**src/rtl/core/mbet_pkg.sv**
```systemverilog
// Shared types and constants for the multibrot escape-time block.
package mbet_pkg;

   localparam int IO_COORD_WIDTH  = 32;
   localparam int NORM_WIDTH      = 32;
   localparam int COUNT_WIDTH     = 16;
   localparam int POWER_WIDTH     = 5;
   localparam int RADIUS_WIDTH    = 15;
   localparam int BAIL_WIDTH      = 2 * RADIUS_WIDTH;
   localparam int STEP_CNT_WIDTH  = 4;
   localparam int CSR_INDEX_WIDTH = 2;
   localparam int CSR_DATA_WIDTH  = 16;

   localparam logic [CSR_INDEX_WIDTH-1:0] CSR_POWER      = 2'd0;
   localparam logic [CSR_INDEX_WIDTH-1:0] CSR_RADIUS     = 2'd1;
   localparam logic [CSR_INDEX_WIDTH-1:0] CSR_MAX_ITER   = 2'd2;

   localparam logic [POWER_WIDTH-1:0]  POWER_RESET    = 5'd2;
   localparam logic [RADIUS_WIDTH-1:0] RADIUS_RESET   = 15'd512;
   localparam logic [COUNT_WIDTH-1:0]  MAX_ITER_RESET = 16'd256;
   localparam logic [POWER_WIDTH-1:0]  POWER_MIN      = 5'd2;
   localparam logic [POWER_WIDTH-1:0]  POWER_MAX      = 5'd16;

   typedef enum logic [2:0] {
      ST_IDLE,
      ST_ITER,
      ST_MUL,
      ST_WAIT,
      ST_ACT,
      ST_ADDC,
      ST_TEST,
      ST_FINISH
   } state_type;

   // Which product is formed, and what is done with it.
   typedef enum logic [2:0] {
      STEP_RR,   // pr * zr, held
      STEP_II,   // pi * zi, subtracted -> new real
      STEP_RI,   // pr * zi, held
      STEP_IR,   // pi * zr, added -> new imag
      STEP_SQR,  // zr squared
      STEP_SQI   // zi squared -> norm
   } step_type;

   typedef struct packed {
      logic                   load;
      logic                   iter_begin;
      logic                   add_c;
      logic                   mul_start;
      logic                   act_en;
      step_type               step;
      logic                   res_load;
      logic [COUNT_WIDTH-1:0] res_count;
      logic                   res_inside;
   } cmd_type;

   typedef struct packed {
      logic mul_done;
      logic escaped;
   } status_type;

endpackage

```
**src/rtl/core/mbet_if.sv**
```systemverilog
// Request and response channel interfaces.
interface mbet_req_if
   import mbet_pkg::*;
   ();
   logic                             valid;
   logic                             ready;
   logic signed [IO_COORD_WIDTH-1:0] c_real;
   logic signed [IO_COORD_WIDTH-1:0] c_imag;

   modport source (output valid, output c_real, output c_imag, input ready);
   modport sink   (input valid, input c_real, input c_imag, output ready);
endinterface

interface mbet_rsp_if
   import mbet_pkg::*;
   ();
   logic                             valid;
   logic                             ready;
   logic [COUNT_WIDTH-1:0]           iteration_count;
   logic                             inside_set;
   logic signed [IO_COORD_WIDTH-1:0] escape_real;
   logic signed [IO_COORD_WIDTH-1:0] escape_imag;
   logic [NORM_WIDTH-1:0]            escape_norm;

   modport source (output valid, output iteration_count, output inside_set,
                   output escape_real, output escape_imag, output escape_norm,
                   input ready);
   modport sink   (input valid, input iteration_count, input inside_set,
                   input escape_real, input escape_imag, input escape_norm,
                   output ready);
endinterface

```
**src/rtl/core/mbet_mul.sv**
```systemverilog
// Iterative unsigned multiplier: four half-width partial products, one per cycle.
module mbet_mul
   import mbet_pkg::*;
#(
   parameter int WIDTH = 32
) (
   input  logic                           clock,
   input  logic                           reset,
   input  logic                           start,
   input  logic [WIDTH-1:0]               a,
   input  logic [WIDTH-1:0]               b,
   output logic [4*((WIDTH+1)/2)-1:0]     product,
   output logic                           done
);

   localparam int H  = (WIDTH + 1) / 2;
   localparam int OW = 2 * H;
   localparam int PW = 4 * H;

   logic [OW-1:0] a_ff, a_in, b_ff, b_in;
   logic [1:0]    phase_ff, phase_in, add_phase_ff, add_phase_in;
   logic          busy_ff, busy_in, add_valid_ff, add_valid_in, done_ff, done_in;
   logic [OW-1:0] pp_ff, pp_in;
   logic [PW-1:0] acc_ff, acc_in;
   logic [H-1:0]  a_part, b_part;
   logic [PW-1:0] sh0, sh1, sh2;

   always_comb begin
      // phase bit 1 picks the high half of a, bit 0 the high half of b
      a_part = phase_ff[1] ? a_ff[OW-1:H] : a_ff[H-1:0];
      b_part = phase_ff[0] ? b_ff[OW-1:H] : b_ff[H-1:0];
      sh0    = PW'(pp_ff);
      sh1    = add_phase_ff[0] ? (sh0 << H) : sh0;
      sh2    = add_phase_ff[1] ? (sh1 << H) : sh1;
   end

   always_comb begin
      a_in         = a_ff;
      b_in         = b_ff;
      phase_in     = phase_ff;
      busy_in      = busy_ff;
      pp_in        = pp_ff;
      add_valid_in = 1'b0;
      add_phase_in = add_phase_ff;
      acc_in       = acc_ff;
      done_in      = add_valid_ff && (add_phase_ff == 2'd3);
      if (busy_ff) begin
         pp_in        = OW'(a_part) * OW'(b_part);
         add_valid_in = 1'b1;
         add_phase_in = phase_ff;
         phase_in     = phase_ff + 2'd1;
         if (phase_ff == 2'd3) begin
            busy_in = 1'b0;
         end
      end
      if (add_valid_ff) begin
         acc_in = acc_ff + sh2;
      end
      if (start) begin
         a_in     = OW'(a);
         b_in     = OW'(b);
         phase_in = 2'd0;
         busy_in  = 1'b1;
         acc_in   = '0;
      end
   end

   always_ff @(posedge clock) begin
      if (reset) begin
         busy_ff      <= 1'b0;
         add_valid_ff <= 1'b0;
         done_ff      <= 1'b0;
      end else begin
         busy_ff      <= busy_in;
         add_valid_ff <= add_valid_in;
         done_ff      <= done_in;
      end
   end

   always_ff @(posedge clock) begin
      a_ff         <= a_in;
      b_ff         <= b_in;
      phase_ff     <= phase_in;
      pp_ff        <= pp_in;
      add_phase_ff <= add_phase_in;
      acc_ff       <= acc_in;
   end

   assign product = acc_ff;
   assign done    = done_ff;

endmodule

```
**src/rtl/core/mbet_datapath.sv**
```systemverilog
// Coordinate registers, product rounding and saturation, norm and result register.
module mbet_datapath
   import mbet_pkg::*;
#(
   parameter int FRAC_BITS   = 24,
   parameter int COORD_WIDTH = 32
) (
   input  logic                             clock,
   input  logic                             reset,
   input  cmd_type                          cmd,
   output status_type                       status,
   input  logic signed [IO_COORD_WIDTH-1:0] req_c_real,
   input  logic signed [IO_COORD_WIDTH-1:0] req_c_imag,
   input  logic [RADIUS_WIDTH-1:0]          radius,
   output logic [COUNT_WIDTH-1:0]           rsp_count,
   output logic                             rsp_inside,
   output logic signed [IO_COORD_WIDTH-1:0] rsp_real,
   output logic signed [IO_COORD_WIDTH-1:0] rsp_imag,
   output logic [NORM_WIDTH-1:0]            rsp_norm
);

   localparam int CW       = COORD_WIDTH;
   localparam int PW       = 4 * ((CW + 1) / 2);
   localparam int EW       = (CW > IO_COORD_WIDTH) ? CW : IO_COORD_WIDTH;
   localparam int SQ_SHIFT = 2 * FRAC_BITS - 16;

   localparam logic [PW-1:0] LIM_POS = {{(PW-CW+1){1'b0}}, {(CW-1){1'b1}}};
   localparam logic [PW-1:0] LIM_NEG = {{(PW-CW){1'b0}}, 1'b1, {(CW-1){1'b0}}};
   localparam logic [PW-1:0] ONES_N  = {{(PW-NORM_WIDTH){1'b0}}, {NORM_WIDTH{1'b1}}};
   localparam logic signed [EW-1:0] CMAX_W = EW'($signed({1'b0, {(CW-1){1'b1}}}));
   localparam logic signed [EW-1:0] CMIN_W = ~CMAX_W;
   localparam logic signed [EW-1:0] OMAX_W =
      EW'($signed({1'b0, {(IO_COORD_WIDTH-1){1'b1}}}));
   localparam logic signed [EW-1:0] OMIN_W = ~OMAX_W;

   logic [CW-1:0]           c_r_ff, c_r_in, c_i_ff, c_i_in;
   logic [CW-1:0]           z_r_ff, z_r_in, z_i_ff, z_i_in;
   logic [CW-1:0]           p_r_ff, p_r_in, p_i_ff, p_i_in;
   logic [CW-1:0]           t_ff, t_in, nr_ff, nr_in, fx_ff, fx_in;
   logic [NORM_WIDTH-1:0]   sqv_ff, sqv_in, sq_ff, sq_in, norm_ff, norm_in;
   logic [BAIL_WIDTH-1:0]   bail_ff, bail_in;
   logic                    neg_ff, neg_in;
   logic [COUNT_WIDTH-1:0]  count_ff, count_in;
   logic                    inside_ff, inside_in;
   logic [IO_COORD_WIDTH-1:0] out_r_ff, out_r_in, out_i_ff, out_i_in;
   logic [NORM_WIDTH-1:0]   out_n_ff, out_n_in;

   logic [CW-1:0]           op_a, op_b, mag_a, mag_b;
   logic [PW-1:0]           prod, prod_fx, prod_sq, m_clip;
   logic                    mul_done;
   logic [NORM_WIDTH:0]     norm_sum;

   function automatic logic [CW-1:0] sat_sum(input logic [CW:0] s);
      logic [CW-1:0] r;
      if (s[CW] != s[CW-1]) begin
         r = s[CW] ? {1'b1, {(CW-1){1'b0}}} : {1'b0, {(CW-1){1'b1}}};
      end else begin
         r = s[CW-1:0];
      end
      return r;
   endfunction

   function automatic logic [CW-1:0] in_sat(input logic signed [IO_COORD_WIDTH-1:0] v);
      logic signed [EW-1:0] w;
      logic [CW-1:0]        r;
      w = EW'(v);
      if (w > CMAX_W) begin
         r = CMAX_W[CW-1:0];
      end else if (w < CMIN_W) begin
         r = CMIN_W[CW-1:0];
      end else begin
         r = w[CW-1:0];
      end
      return r;
   endfunction

   function automatic logic [IO_COORD_WIDTH-1:0] out_sat(input logic [CW-1:0] v);
      logic signed [EW-1:0]      w;
      logic [IO_COORD_WIDTH-1:0] r;
      w = EW'($signed(v));
      if (w > OMAX_W) begin
         r = OMAX_W[IO_COORD_WIDTH-1:0];
      end else if (w < OMIN_W) begin
         r = OMIN_W[IO_COORD_WIDTH-1:0];
      end else begin
         r = w[IO_COORD_WIDTH-1:0];
      end
      return r;
   endfunction

   // operand selection for the shared multiplier
   always_comb begin
      case (cmd.step)
         STEP_RR: begin
            op_a = p_r_ff;
            op_b = z_r_ff;
         end
         STEP_II: begin
            op_a = p_i_ff;
            op_b = z_i_ff;
         end
         STEP_RI: begin
            op_a = p_r_ff;
            op_b = z_i_ff;
         end
         STEP_IR: begin
            op_a = p_i_ff;
            op_b = z_r_ff;
         end
         STEP_SQR: begin
            op_a = z_r_ff;
            op_b = z_r_ff;
         end
         STEP_SQI: begin
            op_a = z_i_ff;
            op_b = z_i_ff;
         end
         default: begin
            op_a = z_r_ff;
            op_b = z_r_ff;
         end
      endcase
      mag_a = op_a[CW-1] ? (~op_a + 1'b1) : op_a;
      mag_b = op_b[CW-1] ? (~op_b + 1'b1) : op_b;
   end

   mbet_mul #(
      .WIDTH (CW)
   ) u_mul (
      .clock   (clock),
      .reset   (reset),
      .start   (cmd.mul_start),
      .a       (mag_a),
      .b       (mag_b),
      .product (prod),
      .done    (mul_done)
   );

   // rounding toward zero of the magnitude, then clip to the coordinate range
   always_comb begin
      prod_fx = prod >> FRAC_BITS;
      prod_sq = prod >> SQ_SHIFT;
      if (neg_ff) begin
         m_clip = (prod_fx > LIM_NEG) ? LIM_NEG : prod_fx;
      end else begin
         m_clip = (prod_fx > LIM_POS) ? LIM_POS : prod_fx;
      end
      norm_sum = {1'b0, sq_ff} + {1'b0, sqv_ff};
   end

   always_comb begin
      c_r_in    = c_r_ff;
      c_i_in    = c_i_ff;
      z_r_in    = z_r_ff;
      z_i_in    = z_i_ff;
      p_r_in    = p_r_ff;
      p_i_in    = p_i_ff;
      t_in      = t_ff;
      nr_in     = nr_ff;
      fx_in     = fx_ff;
      sqv_in    = sqv_ff;
      sq_in     = sq_ff;
      norm_in   = norm_ff;
      bail_in   = bail_ff;
      neg_in    = neg_ff;
      count_in  = count_ff;
      inside_in = inside_ff;
      out_r_in  = out_r_ff;
      out_i_in  = out_i_ff;
      out_n_in  = out_n_ff;

      if (cmd.load) begin
         c_r_in  = in_sat(req_c_real);
         c_i_in  = in_sat(req_c_imag);
         z_r_in  = '0;
         z_i_in  = '0;
         norm_in = '0;
         bail_in = BAIL_WIDTH'(radius) * BAIL_WIDTH'(radius);
      end
      if (cmd.iter_begin) begin
         p_r_in = z_r_ff;
         p_i_in = z_i_ff;
      end
      if (cmd.add_c) begin
         z_r_in = sat_sum({p_r_ff[CW-1], p_r_ff} + {c_r_ff[CW-1], c_r_ff});
         z_i_in = sat_sum({p_i_ff[CW-1], p_i_ff} + {c_i_ff[CW-1], c_i_ff});
      end
      if (cmd.mul_start) begin
         neg_in = op_a[CW-1] ^ op_b[CW-1];
      end
      if (mul_done) begin
         fx_in  = neg_ff ? (~m_clip[CW-1:0] + 1'b1) : m_clip[CW-1:0];
         sqv_in = (prod_sq > ONES_N) ? {NORM_WIDTH{1'b1}} : prod_sq[NORM_WIDTH-1:0];
      end
      if (cmd.act_en) begin
         case (cmd.step)
            STEP_RR: t_in = fx_ff;
            STEP_II: nr_in = sat_sum({t_ff[CW-1], t_ff} - {fx_ff[CW-1], fx_ff});
            STEP_RI: t_in = fx_ff;
            STEP_IR: begin
               p_r_in = nr_ff;
               p_i_in = sat_sum({t_ff[CW-1], t_ff} + {fx_ff[CW-1], fx_ff});
            end
            STEP_SQR: sq_in = sqv_ff;
            STEP_SQI: begin
               norm_in = norm_sum[NORM_WIDTH] ? {NORM_WIDTH{1'b1}}
                                              : norm_sum[NORM_WIDTH-1:0];
            end
            default: t_in = t_ff;
         endcase
      end
      if (cmd.res_load) begin
         count_in  = cmd.res_count;
         inside_in = cmd.res_inside;
         out_r_in  = out_sat(z_r_ff);
         out_i_in  = out_sat(z_i_ff);
         out_n_in  = norm_ff;
      end
   end

   always_ff @(posedge clock) begin
      c_r_ff    <= c_r_in;
      c_i_ff    <= c_i_in;
      z_r_ff    <= z_r_in;
      z_i_ff    <= z_i_in;
      p_r_ff    <= p_r_in;
      p_i_ff    <= p_i_in;
      t_ff      <= t_in;
      nr_ff     <= nr_in;
      fx_ff     <= fx_in;
      sqv_ff    <= sqv_in;
      sq_ff     <= sq_in;
      norm_ff   <= norm_in;
      bail_ff   <= bail_in;
      neg_ff    <= neg_in;
      count_ff  <= count_in;
      inside_ff <= inside_in;
      out_r_ff  <= out_r_in;
      out_i_ff  <= out_i_in;
      out_n_ff  <= out_n_in;
   end

   assign status.mul_done = mul_done;
   assign status.escaped  = norm_ff > {{(NORM_WIDTH-BAIL_WIDTH){1'b0}}, bail_ff};

   assign rsp_count  = count_ff;
   assign rsp_inside = inside_ff;
   assign rsp_real   = out_r_ff;
   assign rsp_imag   = out_i_ff;
   assign rsp_norm   = out_n_ff;

endmodule

```
**src/rtl/core/mbet_ctrl.sv**
```systemverilog
// Sequencer: iteration, power and product-step counters, handshakes.
module mbet_ctrl
   import mbet_pkg::*;
(
   input  logic                   clock,
   input  logic                   reset,
   input  logic                   req_valid,
   output logic                   req_ready,
   output logic                   rsp_valid,
   input  logic                   rsp_ready,
   input  logic [POWER_WIDTH-1:0] power,
   input  logic [COUNT_WIDTH-1:0] max_iter,
   input  status_type             status,
   output cmd_type                cmd
);

   state_type                 state_ff, state_in;
   step_type                  step_ff, step_in;
   logic [STEP_CNT_WIDTH-1:0] k_ff, k_in;
   logic [POWER_WIDTH-1:0]    n_ff, n_in;
   logic [COUNT_WIDTH-1:0]    i_ff, i_in;
   logic [COUNT_WIDTH-1:0]    res_count_ff, res_count_in;
   logic                      res_inside_ff, res_inside_in;
   logic                      rsp_valid_ff, rsp_valid_in;
   logic [COUNT_WIDTH:0]      i_next;

   always_ff @(posedge clock) begin
      if (reset) begin
         state_ff     <= ST_IDLE;
         rsp_valid_ff <= 1'b0;
      end else begin
         state_ff     <= state_in;
         rsp_valid_ff <= rsp_valid_in;
      end
   end

   always_ff @(posedge clock) begin
      step_ff       <= step_in;
      k_ff          <= k_in;
      n_ff          <= n_in;
      i_ff          <= i_in;
      res_count_ff  <= res_count_in;
      res_inside_ff <= res_inside_in;
   end

   always_comb begin
      state_in       = state_ff;
      step_in        = step_ff;
      k_in           = k_ff;
      n_in           = n_ff;
      i_in           = i_ff;
      res_count_in   = res_count_ff;
      res_inside_in  = res_inside_ff;
      i_next         = {1'b0, i_ff} + 1'b1;
      req_ready      = 1'b0;
      cmd            = '0;
      cmd.step       = step_ff;
      cmd.res_count  = res_count_ff;
      cmd.res_inside = res_inside_ff;

      case (state_ff)
         ST_IDLE: begin
            req_ready = 1'b1;
            if (req_valid) begin
               cmd.load      = 1'b1;
               i_in          = '0;
               res_count_in  = max_iter;
               res_inside_in = 1'b1;
               if (power < POWER_MIN) begin
                  n_in = POWER_MIN;
               end else if (power > POWER_MAX) begin
                  n_in = POWER_MAX;
               end else begin
                  n_in = power;
               end
               state_in = (max_iter == '0) ? ST_FINISH : ST_ITER;
            end
         end
         ST_ITER: begin
            cmd.iter_begin = 1'b1;
            k_in           = STEP_CNT_WIDTH'(1);
            step_in        = STEP_RR;
            state_in       = ST_MUL;
         end
         ST_MUL: begin
            cmd.mul_start = 1'b1;
            state_in      = ST_WAIT;
         end
         ST_WAIT: begin
            if (status.mul_done) begin
               state_in = ST_ACT;
            end
         end
         ST_ACT: begin
            cmd.act_en = 1'b1;
            state_in   = ST_MUL;
            case (step_ff)
               STEP_RR: step_in = STEP_II;
               STEP_II: step_in = STEP_RI;
               STEP_RI: step_in = STEP_IR;
               STEP_IR: begin
                  // one complex multiply done; z^n needs n-1 of them
                  if ({1'b0, k_ff} == n_ff - 1'b1) begin
                     state_in = ST_ADDC;
                  end else begin
                     k_in    = k_ff + 1'b1;
                     step_in = STEP_RR;
                  end
               end
               STEP_SQR: step_in = STEP_SQI;
               STEP_SQI: state_in = ST_TEST;
               default:  state_in = ST_IDLE;
            endcase
         end
         ST_ADDC: begin
            cmd.add_c = 1'b1;
            step_in   = STEP_SQR;
            state_in  = ST_MUL;
         end
         ST_TEST: begin
            if (status.escaped) begin
               res_count_in  = i_ff;
               res_inside_in = 1'b0;
               state_in      = ST_FINISH;
            end else if (i_next == {1'b0, max_iter}) begin
               state_in = ST_FINISH;
            end else begin
               i_in     = i_next[COUNT_WIDTH-1:0];
               state_in = ST_ITER;
            end
         end
         ST_FINISH: begin
            if (!rsp_valid_ff || rsp_ready) begin
               cmd.res_load = 1'b1;
               state_in     = ST_IDLE;
            end
         end
         default: state_in = ST_IDLE;
      endcase

      rsp_valid_in = (rsp_valid_ff && !rsp_ready) || cmd.res_load;
   end

   assign rsp_valid = rsp_valid_ff;

   a_rsp_from_finish: assert property (@(posedge clock) disable iff (reset)
      $rose(rsp_valid_ff) |-> $past(state_ff) == ST_FINISH)
      else $error("response raised outside finish");

   a_act_after_done: assert property (@(posedge clock) disable iff (reset)
      state_ff == ST_ACT |-> $past(status.mul_done))
      else $error("product used before multiplier finished");

   a_load_clears_count: assert property (@(posedge clock) disable iff (reset)
      cmd.load |=> i_ff == '0)
      else $error("iteration counter not cleared on load");

   a_power_steps: assert property (@(posedge clock) disable iff (reset)
      (state_ff == ST_MUL || state_ff == ST_WAIT || state_ff == ST_ACT)
         |-> ({1'b0, k_ff} < n_ff && n_ff >= POWER_MIN && n_ff <= POWER_MAX))
      else $error("complex multiply count out of range");

endmodule

```
**src/rtl/core/multibrot_escape_time.sv**
```systemverilog
// Top level of the multibrot escape-time block: CSRs, sequencer and datapath.
//
//   port          dir   beat content
//   req_channel   in    c_real, c_imag (signed Q8.24)
//   rsp_channel   out   iteration_count, inside_set, escape_real/imag, escape_norm
//   csr_*         in    power, escape_radius, max_iterations by index
//
// One point at a time. Every real product goes through one shared multiplier
// (four half-width partial products). One iteration, for power n, runs n-1
// complex multiplies, adds c and forms the norm. A new point is taken while the
// last result waits.
// Reset is synchronous and clears control state only; CSRs return to defaults.
module multibrot_escape_time
   import mbet_pkg::*;
#(
   parameter int FRAC_BITS   = 24,
   parameter int COORD_WIDTH = 32
) (
   input  logic                       clock,
   input  logic                       reset,
   mbet_req_if.sink                   req_channel,
   mbet_rsp_if.source                 rsp_channel,
   input  logic                       csr_write_enable,
   input  logic [CSR_INDEX_WIDTH-1:0] csr_index,
   input  logic [CSR_DATA_WIDTH-1:0]  csr_write_data
);

   logic [POWER_WIDTH-1:0]  power_ff, power_in;
   logic [RADIUS_WIDTH-1:0] radius_ff, radius_in;
   logic [COUNT_WIDTH-1:0]  max_iter_ff, max_iter_in;

   cmd_type    cmd;
   status_type status;

   always_comb begin
      power_in    = power_ff;
      radius_in   = radius_ff;
      max_iter_in = max_iter_ff;
      if (csr_write_enable) begin
         case (csr_index)
            CSR_POWER:    power_in    = csr_write_data[POWER_WIDTH-1:0];
            CSR_RADIUS:   radius_in   = csr_write_data[RADIUS_WIDTH-1:0];
            CSR_MAX_ITER: max_iter_in = csr_write_data[COUNT_WIDTH-1:0];
            default:      power_in    = power_ff;
         endcase
      end
   end

   always_ff @(posedge clock) begin
      if (reset) begin
         power_ff    <= POWER_RESET;
         radius_ff   <= RADIUS_RESET;
         max_iter_ff <= MAX_ITER_RESET;
      end else begin
         power_ff    <= power_in;
         radius_ff   <= radius_in;
         max_iter_ff <= max_iter_in;
      end
   end

   mbet_ctrl u_ctrl (
      .clock     (clock),
      .reset     (reset),
      .req_valid (req_channel.valid),
      .req_ready (req_channel.ready),
      .rsp_valid (rsp_channel.valid),
      .rsp_ready (rsp_channel.ready),
      .power     (power_ff),
      .max_iter  (max_iter_ff),
      .status    (status),
      .cmd       (cmd)
   );

   mbet_datapath #(
      .FRAC_BITS   (FRAC_BITS),
      .COORD_WIDTH (COORD_WIDTH)
   ) u_datapath (
      .clock      (clock),
      .reset      (reset),
      .cmd        (cmd),
      .status     (status),
      .req_c_real (req_channel.c_real),
      .req_c_imag (req_channel.c_imag),
      .radius     (radius_ff),
      .rsp_count  (rsp_channel.iteration_count),
      .rsp_inside (rsp_channel.inside_set),
      .rsp_real   (rsp_channel.escape_real),
      .rsp_imag   (rsp_channel.escape_imag),
      .rsp_norm   (rsp_channel.escape_norm)
   );

endmodule
```
**src/flat_wrapper.sv**
```systemverilog
// flat-port wrapper written by rule: the top's interface ports become plain ports
module multibrot_escape_time_flat import mbet_pkg::*;
#(
   parameter int FRAC_BITS   = 24,
   parameter int COORD_WIDTH = 32
)
  (clock, reset, csr_write_enable, csr_index, csr_write_data, req_channel_valid, req_channel_c_real, req_channel_c_imag, req_channel_ready, rsp_channel_valid, rsp_channel_iteration_count, rsp_channel_inside_set, rsp_channel_escape_real, rsp_channel_escape_imag, rsp_channel_escape_norm, rsp_channel_ready);
  mbet_req_if req_channel_i ();
  mbet_rsp_if rsp_channel_i ();
  input  logic clock;
  input  logic reset;
  input  logic csr_write_enable;
  input  logic [CSR_INDEX_WIDTH-1:0] csr_index;
  input  logic [CSR_DATA_WIDTH-1:0] csr_write_data;
  input wire logic [$bits(req_channel_i.valid)-1:0] req_channel_valid;
  input wire logic [$bits(req_channel_i.c_real)-1:0] req_channel_c_real;
  input wire logic [$bits(req_channel_i.c_imag)-1:0] req_channel_c_imag;
  output wire logic [$bits(req_channel_i.ready)-1:0] req_channel_ready;
  output wire logic [$bits(rsp_channel_i.valid)-1:0] rsp_channel_valid;
  output wire logic [$bits(rsp_channel_i.iteration_count)-1:0] rsp_channel_iteration_count;
  output wire logic [$bits(rsp_channel_i.inside_set)-1:0] rsp_channel_inside_set;
  output wire logic [$bits(rsp_channel_i.escape_real)-1:0] rsp_channel_escape_real;
  output wire logic [$bits(rsp_channel_i.escape_imag)-1:0] rsp_channel_escape_imag;
  output wire logic [$bits(rsp_channel_i.escape_norm)-1:0] rsp_channel_escape_norm;
  input wire logic [$bits(rsp_channel_i.ready)-1:0] rsp_channel_ready;
  assign req_channel_i.valid = req_channel_valid;
  assign req_channel_i.c_real = req_channel_c_real;
  assign req_channel_i.c_imag = req_channel_c_imag;
  assign req_channel_ready = req_channel_i.ready;
  assign rsp_channel_valid = rsp_channel_i.valid;
  assign rsp_channel_iteration_count = rsp_channel_i.iteration_count;
  assign rsp_channel_inside_set = rsp_channel_i.inside_set;
  assign rsp_channel_escape_real = rsp_channel_i.escape_real;
  assign rsp_channel_escape_imag = rsp_channel_i.escape_imag;
  assign rsp_channel_escape_norm = rsp_channel_i.escape_norm;
  assign rsp_channel_i.ready = rsp_channel_ready;
  multibrot_escape_time #(.FRAC_BITS(FRAC_BITS), .COORD_WIDTH(COORD_WIDTH)) u_core (.clock(clock), .reset(reset), .req_channel(req_channel_i), .rsp_channel(rsp_channel_i), .csr_write_enable(csr_write_enable), .csr_index(csr_index), .csr_write_data(csr_write_data));
endmodule
```
**config.mk**
```make
export PLATFORM = sky130hd
export DESIGN_NAME = multibrot_escape_time_flat
export DESIGN_NICKNAME = d
export VERILOG_FILES = /design/src/rtl/core/mbet_pkg.sv /design/src/rtl/core/mbet_if.sv /design/src/rtl/core/mbet_mul.sv /design/src/rtl/core/mbet_datapath.sv /design/src/rtl/core/mbet_ctrl.sv /design/src/rtl/core/multibrot_escape_time.sv /design/src/flat_wrapper.sv
export SDC_FILE = /design/constraint.sdc
export NUM_CORES = 2
export LEC_CHECK = 0
export BUFFER_PORTS_ARGS = -buffer_cell sky130_fd_sc_hd__buf_2
export CAP_MARGIN = 20
export CORE_MARGIN = 2
export CORE_UTILIZATION = 31
export DETAILED_ROUTE_END_ITERATION = 7
export HOLD_SLACK_MARGIN = 0.03
export PLACE_DENSITY = 0.47
export REMOVE_ABC_BUFFERS = 1
export SLEW_MARGIN = 30
export SYNTH_ARGS = -nofsm -noshare
export SYNTH_HDL_FRONTEND = slang
export SYNTH_SLANG_ARGS = --single-unit
```
**constraint.sdc**
```tcl
create_clock -name clock -period 10.1 [get_ports clock]
set_input_delay 0.505 -clock clock [delete_from_list [all_inputs] [get_ports clock]]
set_output_delay 0.505 -clock clock [all_outputs]
set_load 0.01 [all_outputs]
```
==> reports/qor.yml <==
synthesis:
  yosysUniqueCellTypes: 98
  ys.flop_type: "edfxtp_1"
  yosysTopAreaCell: "edfxtp_1"
  async_reset_ff_frac: 0
  synthTopCellsByArea: "edfxtp_1 29%, fa_1 11%, ha_1 9.5%"
  synthCells: 6075
  ys_ff_latch: 779
  synth_edf_count: 574
  yosysSeqAreaShare: 0.3601
  syn_area_sq_mm: 0.05926
  synth_area_per_cell_sq_um: 9.755
  yosysWarnings: 0
  synth_top_area_share: 0.2908
detailed_routing:
  wire_per_inst_um: 21.86
  detail_route.iter0.violations: 3381
  postRouteAntennaNets: 0
  drt_first_pass_iters: 7
  vias: 44995
  routed_wl_mm: 191.1
  drcViolationCount: 0
  viasPerCell: 5.148
finish:
  final_common_cell: "inv_1"
  num-nets-final: 7022
  num-fill-cells: 19164
  drive_above_1_share: 0.09330
  final_cell_mix: "580 x inv_1, 574 x edfxtp_1, 513 x nand2_1"
  syn_to_final_growth_pct: 12.36
  largest_reg_flops: 64
flow_run:
  cap_violations: 0
floorplan:
  ios: 202
  die_x_um: 441.2
  core_sq_mm: 0.1900
  core.rowCount: 160
  chipHeight_um: 441.2
  start_util: 0.3119
  dieArea_sq_mm: 0.1947
timing:
  hold_viol: 0
  period_needed_ps: 8416
  drv_slew: 0
  worst_slew_pin_slew_ps: 956.2
  finalSetupViolations: 0
  fmax_mhz: 118.8
  setup_tns_ps: 0
  fin_crit_sh: 0.8332
  slew_headroom: 0.3443
  rsz0062_at_grt: "false"
  fin_worst_skew_ps: 41.30
run_status:
  status: "completed"
worst_setup_path:
  critPathRequiredTime_ps: 10600
  crit_path_max_fanout: 9
  rrSetupSlack_ps: 1680
  critPathLaunchType: "flop"
  path_class: "flop to flop"
  critPathArrivalTime_ps: 8910
  slowest_delay_ps: 850
  r2r-start: "u_core.u_datapath.u_mul.phase_ff[0]"
  critPathCaptureType: "flop"
  cp_common_cell: "fa_1"
  crit_slowest_cell: "mux2i_1"
  path_cells: "mux2i_1 > nor2_1 > fa_1 > inv_1 > fa_1 > fa_1 > fa_1 > inv_1 > fa_1 > inv_1 > fa_1 > inv_1 > ha_1 > a211oi_1 > o211ai_1 > and3_1 > a211o_1 > a21oi_1 > nor4b_1 > o311ai_0 > a31o_2 > a21oi_1 > xnor2_1"
  crit_start: "u_core.u_datapath.u_mul.phase_ff[0]"
global_route:
  grt_pass1_vias: 44651
  gr-total-overflow: 0
  antenna_found_initial: 21
  grt_max_degree: 67
  grt_first_pass_wirelength_mm: 287.2
  grt_use_total: 0.1952
clock_tree:
  cts.clk_slew.worst_paths_ps: 60
  postCtsResizedCells: 0
  htreeDepth: 3
  cts_buffer_depth: 3
  cts_root_buf: "clkbuf_16"
  cts_setup_buffers: 0
  insertion_delay_ps: 770
  cts_buffers: 94
  cts_num_sinks: 779
  cts_tree: "yes"
placed_design:
  hpwlAfterDp_mm: 145.8
  port_buffers: 201
  gp_congestion: 0.9091
hold_path:
  hp-start: "rsp_channel_ready"
  hold_path_class: "input pin to flop"
==> kinds of logic (layout without fill, tap and decap cells) <==
kind of cell / Yosys count / in the layout / synth area share
buffers and inverters: 956 / 1108 / 0.06237
DFF: 779 / 779 / 0.3601
muxes: 268 / 268 / 0.04746
and+or+nand+nor: 1588 / 1588 / 0.1250
other: 0 / 3 / 0
xor gates and xnor gates: 347 / 347 / 0.05128
AOI/OAI and AO/OA: 1337 / 1337 / 0.1424
adders and majority gates: 800 / 800 / 0.2114
==> final timing paths <==
| kind | endpoint | cells after the start |
|---|---|---|
| min | u_core.u_ctrl.rsp_valid | 3 |
| min reg2reg | u_core.u_datapath.rsp_count[1] | 0 |
| max | u_core.u_datapath.u_mul.pp_ff[30] | 23 |
| max reg2reg | u_core.u_datapath.u_mul.pp_ff[30] | 23 |
==> per-layer routing <==
metal / up-vias / share of wire / global-route usage
li1: 21260 / - / -
met1: 22286 / 0.47 / 0.2803
met2: 1209 / 0.45 / 0.3067
met3: 240 / 0.051 / 0.02358
met4: 0 / 0.030 / 0.05802
met5: - / 0 / 0
==> final cells by class <==
type	instances	area (sq um)	share of cell area
clock inverters	62	675.6	0.01015
inverters	584	2197	0.03299
flip-flops and latches	779	21350	0.3206
well taps	2511	3142	0.04718
multi-input cells	4340	34350	0.5158
repair buffers	346	2330	0.03499
clock buffers	116	2540	0.03814
diodes	3	7.507	0.0001127
==> critical path: cells and delay by family (launching register included) <==
family | cells | cell delay, ps
AO/OA/AOI/OAI | 7 | 1950
XOR/XNOR | 1 | 90
AND/OR/NAND/NOR | 3 | 920
buffers and inverters | 4 | 240
multiplexers | 1 | 850
flip-flops | 1 | 610
adder cells (fa/ha/maj) | 7 | 3510
==> Yosys cell counts (65+ instances only) <==
| cell type | count |
|---|---|
| inv_1 | 581 |
| edfxtp_1 | 574 |
| nand2_1 | 515 |
| nor2_1 | 455 |
| ha_1 | 451 |
| a21oi_1 | 424 |
| fa_1 | 339 |
| o21ai_0 | 320 |
| clkbuf_1 | 309 |
| xnor2_1 | 209 |
| dfxtp_1 | 205 |
| mux2i_1 | 200 |
| a21o_1 | 142 |
| xor2_1 | 138 |
| nor3_1 | 110 |
| and2_1 | 89 |
| nand3_1 | 75 |
| nand2b_1 | 65 |
==> per-stage QoR <==
step / cell area, sq um / utilization / cells / setup WS, ps / hold WS (ps)
CTS: 66570 / 0.3504 / 8738 / 1648 / 87.86
detailed placement: 62560 / 0.3293 / 8480 / 1729 / 404.5
finish: 66590 / 0.3505 / 8741 / 1685 / 150.9
floorplan: 57760 / - / 5703 / 2122 / 400.3
global placement: 62460 / 0.3288 / 8476 / 1734 / 404.2
global route: 66590 / 0.3505 / 8739 / 1219 / 136.7
==> repair_timing <==
action	4_1_cts	5_1_grt
hold endpoints to repair	97	0
setup endpoints to repair	0	0
hold buffers	80	0
Power is left out: the tool's default activity adds up to more than one toggle a clock period on the data nets, which glitch-free logic cannot reach.
